## src/rtl/iel_pkg.sv

```systemverilog
// Package for the indexed entry list: request kinds, controller states,
// the per-cycle command that goes to every storage cell, and default sizes.
// Has no dependencies of its own.
package iel_pkg;

  localparam int DEPTH_DEF      = 256;
  localparam int LINK_WIDTH_DEF = 32;
  localparam int ITEM_WIDTH_DEF = 32;

  localparam int KIND_W  = 3;
  localparam int POS_W   = 8;
  localparam int WORD_W  = 32;
  localparam int COUNT_W = 9;

  // Number of mux levels of the read tree between two registers.
  localparam int TREE_STEP = 4;

  typedef enum logic [KIND_W-1:0] {
    KIND_APPEND = 3'd0,
    KIND_INSERT = 3'd1,
    KIND_ERASE  = 3'd2,
    KIND_READ   = 3'd3,
    KIND_CLEAR  = 3'd4
  } iel_kind_e;

  typedef enum logic [1:0] {
    ST_IDLE = 2'b01,
    ST_BUSY = 2'b10
  } iel_state_e;

  // Broadcast to every cell; each bit is already qualified by a committed,
  // successful request.
  typedef struct packed {
    logic append;
    logic insert;
    logic erase;
  } iel_cmd_t;

endpackage

```

## src/rtl/iel_cell.sv

```systemverilog
// One storage cell of the entry list: holds a link and item pair and, on a
// command, loads the new entry or takes the entry of a neighbor cell.
// Depends on iel_pkg.
module iel_cell #(
  parameter int IDX   = 0,
  parameter int W     = 64,
  parameter int CMP_W = 9
) (
  input  logic                 clk_i,
  input  iel_pkg::iel_cmd_t    cmd_i,
  input  logic [CMP_W-1:0]     pos_i,
  input  logic [CMP_W-1:0]     cnt_i,
  input  logic [W-1:0]         new_i,
  input  logic [W-1:0]         lower_i,
  input  logic [W-1:0]         upper_i,
  output logic [W-1:0]         data_o
);

  localparam logic [CMP_W-1:0] IdxV  = CMP_W'(IDX);
  localparam logic [CMP_W-1:0] IdxV1 = CMP_W'(IDX + 1);

  logic [W-1:0] data_q;
  logic [W-1:0] data_d;

  always_comb begin
    data_d = data_q;
    if (cmd_i.append) begin
      if (IdxV == cnt_i) begin
        data_d = new_i;
      end
    end else if (cmd_i.insert) begin
      if (IdxV == pos_i) begin
        data_d = new_i;
      end else if ((IdxV > pos_i) && (IdxV <= cnt_i)) begin
        data_d = lower_i;
      end
    end else if (cmd_i.erase) begin
      // Entries above the erased one move down by one place.
      if ((IdxV >= pos_i) && (IdxV1 < cnt_i)) begin
        data_d = upper_i;
      end
    end
  end

  always_ff @(posedge clk_i) begin
    data_q <= data_d;
  end

  assign data_o = data_q;

endmodule

```

## config.mk

```make
export PLATFORM = sky130hd
export DESIGN_NAME = iel_cell
export DESIGN_NICKNAME = d
export VERILOG_FILES = /design/src/rtl/iel_pkg.sv /design/src/rtl/iel_cell.sv
export SDC_FILE = /design/constraint.sdc
export NUM_CORES = 1
export LEC_CHECK = 0
export BUFFER_PORTS_ARGS = -buffer_cell sky130_fd_sc_hd__buf_2
export CAP_MARGIN = 40
export CORE_AREA = 2 2 106 108
export CTS_CLUSTER_DIAMETER = 80
export CTS_CLUSTER_SIZE = 8
export DETAILED_ROUTE_END_ITERATION = 8
export DIE_AREA = 0 0 108 110
export HOLD_SLACK_MARGIN = 0.1
export PLACE_DENSITY_LB_ADDON = 0.15
export SYNTH_ARGS = -nofsm -noshare
export SYNTH_HDL_FRONTEND = slang
export SYNTH_SLANG_ARGS = --single-unit
```

## constraint.sdc

```tcl
create_clock -name clk_i -period 6.5 [get_ports clk_i]
set_input_delay 0.325 -clock clk_i [delete_from_list [all_inputs] [get_ports clk_i]]
set_output_delay 0.325 -clock clk_i [all_outputs]
set_load 0.01 [all_outputs]
```

# Word level (Yosys, flattened, before mapping)
# Cells that the tools add are included.
[op_classes] order_cmp=4 n_eq_ne=2 n_reduce_logical=7 mux=7
[ops] cell="2-to-1 mux 64 bit" count=7
[ops] cell="logical NOT 9 bit" count=2
[ops] cell=">= comparator 1 x 9 -> 1 bit (first input constant)" count=1
[ops] cell="> comparator 1 x 9 -> 1 bit (first input constant)" count=1
[ops] cell="less-or-equal comparator 1 x 9 -> 1 bit (first input constant)" count=1
[ops] cell="less-than comparator 1 x 9 -> 1 bit (first input constant)" count=1
[ops] cell="nonzero test 3 bit" count=2
[ops] cell="inequality test 4 x 1 -> 1 bit (second input constant)" count=1
[ops] cell="AND reduction 4 bit" count=1
[ops] cell="logical AND 1 bit" count=2
[ops] cell="inequality test 2 x 1 -> 1 bit (second input constant)" count=1
[word_totals] regBits=64

# Longest topological paths before layout
# Gate-level depths: netlist of run 1.
[logic_depth] word_depth=6 depth_mapped=6 ltp_nobuf=4

# Worst setup path before layout of run 1
# No wires, ideal clock.
[synth_timing] path_type="input to register" from="in pos_i[6]" to="reg data_q[0], in the netlist data_o[0] (enable)" path_stages=4 arrival_time_ns=5.713 path_buffers=1 required_time_ns=5.918 path_slack_ns=0.206 path_cell_list="nor4_4 > nand3_1 > buf_2 > o31ai_1"
[synth_between] elab_chain_cells=4
[synth_lines] item="from (decl)" line_no="iel_cell.sv:11" rtl="input logic [CMP_W-1:0] pos_i,"
[synth_lines] item="> comparator 1 x 9 -> 1 bit or >= comparator 1 x 9 -> 1 bit (tied branches)" line_no="iel_cell.sv:34, iel_cell.sv:39"
[synth_lines] item="logical AND 1 bit, on equally long branches" line_no="iel_cell.sv:34, iel_cell.sv:39"
[synth_lines] item="inequality test 4 x 1 -> 1 bit (no source line) or nonzero test 3 bit (tied branches)"
[synth_lines] item="AND reduction 4 bit (no source line) (*)"
[synth_lines] item="to (signal assigned)" line_no="iel_cell.sv:46" rtl="data_q <= data_d;"
[synth_lines] item="to (decl)" line_no="iel_cell.sv:22" rtl="logic [W-1:0] data_q;"
# Every way passes the cells marked *; elsewhere a longest branch is shown, timed or not.
# A chain may end at the register's enable or synchronous reset.

# Worst setup path in the final report of run 1
[layout_timing] from="in cmd_i[1] (netlist name)" to="reg data_q[49], in the netlist data_o[49] (enable)"
[layout_between] elab_chain_cells=2
[layout_lines] item="from (decl)" line_no="iel_cell.sv:10" rtl="input iel_pkg::iel_cmd_t cmd_i,"
[layout_lines] item="inequality test 4 x 1 -> 1 bit (no source line) or nonzero test 3 bit (tied branches)"
[layout_lines] item="AND reduction 4 bit (no source line) (*)"
# Marks and branches as above.

==> results of run 1 <==
## synth_stat cells (all sizes together)
cell,count
o22ai,126
a21oi,64
edfxtp,64
clkbuf,18
buf,16
nor4,3
inv,2
nor2,2
a31o,1
a31oi,1
a41oi,1
nand2,1
nand3,1
nor3,1
o22a,1
o31ai,1
or2,1
or3,1
## power breakdown
group / internal (mW) / leakage, nW / switching [mW] / total [mW]
clock: 0.211 / 0.101 / 0.140 / 0.351
combinational: 0.100 / 1.60 / 0.104 / 0.204
sequential: 0.460 / 0.599 / 0.000218 / 0.460
## cell usage in the layout, fill, tap and decap left out, drive strengths merged
master and n:
inv 2, clkbuf 10, edfxtp 64, or3 1
nor3 1, a21oi 64, buf 284, a31o 1
clkinv 3, or2 1, o22ai 126, a31oi 1
nor2 2, a41oi 1, bufinv 2, o22a 1
nand2 1, nand3 1, o31ai 1, nor4 3
## worst paths after layout
path	from	to	slack, ns	depth (start not counted)
worst min-delay path	upper_i[45]	data_o[45]	0.35	3
worst max-delay path	cmd_i[1]	data_o[49]	3.88	5
## final cells by class
type                            count  area share [%]
Clock inverter                      5            1.28
Inverter                            2           0.133
Sequential cell                    64            33.9
Timing Repair Buffer              284            26.6
Multi-Input combinational cell    205            32.7
Clock buffer                       10            2.25
Tap cell                          140            3.09
## stage by stage
| stage | util (%) | instance area (sq um) |
|---|---|---|
| 2_1_floorplan | - | 4020 |
| 3_3_place_gp | 50.2 | 5370 |
| 3_5_place_dp | 51.1 | 5460 |
| 4_1_cts | 52.9 | 5660 |
| 5_1_grt | 52.9 | 5660 |
| 6_report | 52.9 | 5660 |
## routing by layer
layer	GRT usage (%)	wire length (microns)
met5	0	0
met4	7.88	212
met3	4.76	871
met2	38.7	6630
met1	22.9	5060
## critical path, stage by stage
cell	delay [ns]
buf_4	0.41
buf_4	0.57
a21oi_1	0.15
o31ai_4	0.35
buf_4	0.66
## cell families after synthesis
logic type,count (synthesis),synth area share [%]
flops,64,47.8
simple gates,10,1.68
buf+inv,36,7.09
compound gates,195,43.5
==> results.txt, run 1 <==
The total setup violations reported at the end of the flow is 0. Setup repair after global routing left no endpoint under its margin. The synthesized area per cell came out at 13.2 sq um.

Power comes to 1.02 mW. The root buffer cell is clkbuf_8. Global routing finished with a remaining overflow of 0.

The final hold violation count is 0. The fmax is ~380 MHz. The initial antenna violation count is 0. The wire length per cell is 18.0 microns. The final estimated routing congestion in global placement came out at 0.815.

In this run the tightest slew margin relative to its limit is 49.4%. After clock tree synthesis, the clock-pin slew on the worst setup and hold paths is 0.07 ns. The combined area of all synthesized cells is just over 4000 sq um. From bottom edge to top edge, the die measures 110 microns.

The CTS H-tree depth is 3. The distinct cell type count after synthesis came out at 26. The die covers 11900 sq um. The flip-flop count of the largest register, all copies and words added is 64. The number of buffers inserted by post-CTS setup repair is 0. The total length of routed wires is 12.8 mm. The signal arrival time at the worst endpoint is 2.57 ns.

Cells with a size suffix above 1 make up 74.0% of the layout. TritonCTS built the clock tree. The number of vias in the routed layout is 3794.

The total I/O pin count is 278. In the final layout, the multi-input gates occupy 1850 sq um. The run finished with clean final reports. The global-route wire length before repair came out at 18.8 mm. The sequential fraction of the synthesis area came out at 47.8%. The cell area power density came out at 179 nW/um^2. Entering global routing, the biggest net connects 60 pins. The worst setup path is launched from an input port.

The via count of the first global-routing pass is between 3000 and 4000. The classification of the worst-slack hold path is in -> reg. The post-route worst setup slack came out at 3.88 ns. The hold-fix buffer count after cts came out at 0. The biggest area consumer among synthesized cells is edfxtp_1.

The cell row count is 38. Counting along the longest clock path gives a buffer depth of 2. The number of buffers inserted during clock tree synthesis came out at 9.

The detailed-router iteration count before antenna repair came out at 4. The floorplan core area came out at 10700 sq um. The number of nets in the layout came out at 780. The flip-flop and latch area is 1920 sq um. The number of antenna diodes is 0.

The category of the worst setup path capture point is a flip-flop. The floorplan step set the die width to 108 microns. The worst path in the final design needs a cycle of 2.62 ns, including I/O delays and setup.

The filler cell count in the final layout came out at roughly 980. The area growth from synthesis to layout is 40.7%. The share of the synthesized area in the top cell type came out at 47.8%. The sink count of the clock tree is 64. In the routed design, unresolved DRC markers number 0. The number of max-capacitance violations reported came out at 0. Global routing used 20.7% of the available tracks.

The number of placed instances, taps included is 695. The post-placement setup slack is 3.52 ns. The number of nets in the synthesized netlist is 519.

The final hold slack is 0.352 ns. By startpoint and endpoint, the worst setup path is classified as in -> reg. The number of port buffers came out at 277. For the worst setup path, the data required time is 6.45 ns. After layout, the worst path uses between 40% and 50% of the clock period.

Ranked by total cell area, the synthesized netlist is headed by edfxtp_1 (48%), o22ai_2 (19%), a21oi_2 (13%), o22ai_1 (10%), buf_12 (3.0%). The leakage power is 2.30 nW. The synthesized design contains 64 register bits. The max-slew violation total from the final report was 0. The average via count per standard cell is 5.34. The gate count after technology mapping is approximately 310.

The number of DRC markers after the initial detailed-route iteration came out at 180. In the final timing run, aggregate negative setup slack is 0 ns. The count of nets left with antenna violations once routing finished came out at 0. After clock tree synthesis, the repair step resized 0 gates. The synthesis warning total is 0. The estimated wirelength of the detail-placed design is around 9.8 mm. The starting density of the core is between 30 and 40%. At the pin with the least slew margin, the transition time is approximately 0.76 ns. The top fanout value on the critical path is 59. The final standard cell count with taps included and fillers excluded came out at between 700 and 800.

The peak supply drop is roughly 0.085 mV.
Power figures use the tool's default switching activity.
==> inputs of run 2 (changes only) <==
Settings changed: CORE_AREA 2 2 106 108 to 2 2 107 109, DIE_AREA 0 0 108 110 to 0 0 109 111.
Clock period 6.5 ns to 2.6 ns, I/O delays scaled along.
==> run 2 against run 1 <==
  * Critical path depth unchanged
  * Clock-buffer cell count decreased by 1
  * Combinational power up 150%
  * Routed wire length is 0.61% higher
  * Clock power increased to 2.8 times the previous value
  * Sequential power is 150% higher
  * Total power rose to 2.6 times the previous value
  * Cell count rose by 0.42%
  * Cell area is 0.77% higher
  * First-iteration DRC count is 7.2% higher
  * Via count decreased by 0.58%
==> results.txt, run 2 (synthesized netlist as in run 1, its figures left out) <==
Run status: finished, final reports clean (unchanged). The floorplan core area came out at 11100 sq um (was 10700 sq um). The cell area power density came out at 467 nW/um^2 (was 179 nW/um^2).

The global-route wire length before repair is 19.1 mm (was 18.8 mm). The signed area change from the synthesized netlist to the final layout is 41.8% (was 40.7%). Of the available clock period, the critical path in the final layout requires 65.6%. The CTS clock-pin slew for the worst setup and hold paths is 0.05 ns (was 0.07 ns). The peak supply drop is 0.229 mV (was 0.0848 mV). The CTS tree is done (unchanged). The final core utilization was 51.5% (was 52.9%). The relative slew slack was 52.9% (was 49.4%).

The total grt overflow is 0 (unchanged). The category of the most critical setup path is in -> reg (unchanged). The startpoint of the most critical hold path was new_i[62] (was upper_i[45]). The width of the chip was 109 microns (was 108 microns). The final non-filler cell area was 5710 sq um (was 5660 sq um).

The number of buffers inserted by post-CTS setup repair is 0 (unchanged). The die span in y is 111 microns (was 110 microns). The flip-flop and latch area is 1920 sq um (unchanged). The number of buffers inserted during clock tree synthesis is 9 (unchanged). The CTS H-tree depth is 3 (unchanged). Unrepaired setup endpoints after global routing: false (unchanged).

The number of design rule violations left after detail routing was 0 (unchanged). The leakage power came out at 2.32 nW (was 2.30 nW). The total setup violations reported at the end of the flow is 0 (unchanged). The die outline area came out at 12100 sq um (was 11900 sq um). The number of nets in the layout is 782 (was 780).

The signal arrival time at the worst endpoint came out at 1.70 ns (was 2.57 ns). The final estimated routing congestion in global placement came out at 0.834 (was 0.815). The wire length per cell came out at 18.0 microns (about the same). The root buffer cell is clkbuf_16 (was clkbuf_8). The category of the worst setup path capture point is a flip-flop (unchanged). The peak per-stage delay on the critical path came out at 0.43 ns (was 0.66 ns). The filler cell count in the final layout came out at 1013 (was 979). The number of instances on the worst hold path came out at 2 (was 3). The post-route worst setup slack came to 0.895 ns (was 3.88 ns). The classification of the worst-slack hold path was in -> reg (unchanged). The average via count per standard cell came out at 5.29 (was 5.34). The buffering stage count on the worst path with inverters included is 2 (was 3). The deepest clock path buffer count came out at 2 (unchanged). The final antenna-violating net count came out at 0 (unchanged).

The cell row count is 39 (was 38). The via count of the first global-routing pass was 3870 (was 3808). The aggregate negative setup slack was 0 ns (unchanged). CP cell instances: buf_2 > nor4_4 > nand3_4 > o31ai_4 > buf_12 (was buf_4 > buf_4 > a21oi_1 > o31ai_4 > buf_4). The number of max-capacitance violations reported is 0 (unchanged). The estimated wirelength of the detail-placed design came out at 9.35 mm (was 9.81 mm). The sort of element at the start of the critical path is an input port (unchanged). The number of vias in the routed layout is 3772 (was 3794). Highest-count cells in the layout ignoring fill and taps: buf_2 (276), o22ai_1 (66), edfxtp_1 (64) (unchanged). The number of antenna diodes is 0 (unchanged). The sink count of the clock tree is 64 (unchanged).

The hold path endpoint is data_o[62] (was data_o[45]). The multi-input combinational cell area is 1850 sq um (unchanged). The most common cell after layout, fill and taps aside is buf_2 (unchanged). The slowest stage cell on the critical path is nor4_4 (was buf_4). The clock period minus worst slack came out at 1.70 ns. The total routing resource utilization after global routing came out at 20.5% (was 20.7%).

The max-slew violation total from the final report was 0 (unchanged). The share of post-route cells with drive strength above 1 is 73.9% (was 74.0%). The total stage count of the critical path came out at 5 (unchanged).

The pin count of the biggest net entering global routing is 67 (was 60). The actual transition at the worst max-transition pin is 0.706 ns (was 0.760 ns). The required time at the worst-slack endpoint came out at 2.59 ns (was 6.45 ns). The final hold violation count came out at 0 (unchanged).

The flip-flop count of the largest register, all copies and words added is 64 (unchanged). The fmax is 587 MHz. The number of instances resized during post-cts repair came to 0 (unchanged). The overall power is 2.66 mW (was 1.02 mW). The total I/O pin count is 278 (unchanged). The post-placement setup slack came to 0.535 ns (was 3.52 ns). The initial antenna violation count is 0 (unchanged). The cell area reported after detailed placement came out at 5470 sq um (was 5460 sq um). The starting density of the core came out at 36.3% (was 37.6%).

The top fanout value on the critical path was 50 (was 59). The hold-fix buffer count after cts is 0 (unchanged). The number of port buffers is 277 (unchanged). The total length of routed wires came out at 12.9 mm (was 12.8 mm). The dominant delay contributor by cell family on the critical path is simple AND/OR/NAND/NOR gates (was buffers and inverters).

The detailed-router iteration count before antenna repair came out at 4 (unchanged). The number of DRC markers after the initial detailed-route iteration is 193 (was 180).
[run 2: changes by cell type in the layout (fill, tap and decap cells not counted), sizes merged]
| cell | before | now |
|---|---|---|
| bufinv | 2 | 0 |
| clkinv | 3 | 4 |
| buf | 284 | 286 |
| clkbuf | 10 | 9 |
[run 2: report_power, final]
part / leakage (nW) / total, mW / switching [mW] / internal, mW
Combinational: 1.60 / 0.508 / 0.258 / 0.250
Sequential: 0.599 / 1.15 / 0.000504 / 1.15
Clock: 0.117 / 1.00 / 0.390 / 0.614
Total: 2.32 / 2.66 / 0.648 / 2.02
[run 2: worst max path at each step]
stage,startpoint,slack (ns),end
floorplan,pos_i[6],-0.19,data_o[0]
finish,pos_i[6],0.90,data_o[30]
CTS,pos_i[6],0.88,data_o[30]
global route,pos_i[6],0.78,data_o[19]
detailed placement,pos_i[6],0.54,data_o[29]
global placement,pos_i[6],0.57,data_o[15]
[run 2: metal layers]
| metal | up-vias | GRT usage, % | share of wire, % |
|---|---|---|---|
| met2 | 203 | 35.3 | 50 |
| met5 | - | 0 | 0 |
| li1 | 1815 | - | - |
| met3 | 26 | 5.41 | 9.2 |
| met4 | 0 | 8.72 | 2.8 |
| met1 | 1728 | 23.7 | 38 |
[run 2: final cells by class]
type | count | area share (%)
sequential | 64 | 33.7
multi-input combinational | 205 | 32.4
timing repair buffer | 286 | 26.4
clock buffer | 9 | 3.95
tap | 143 | 3.14
clock inverter | 4 | 0.263
inverter | 2 | 0.132
[run 2: metrics by stage]
step	hold WS (ns)	instances
after floorplan	0.325	305
after global placement	0.456	699
after detailed placement	0.463	700
after CTS	0.134	713
after global routing	0.154	713
final	0.138	713
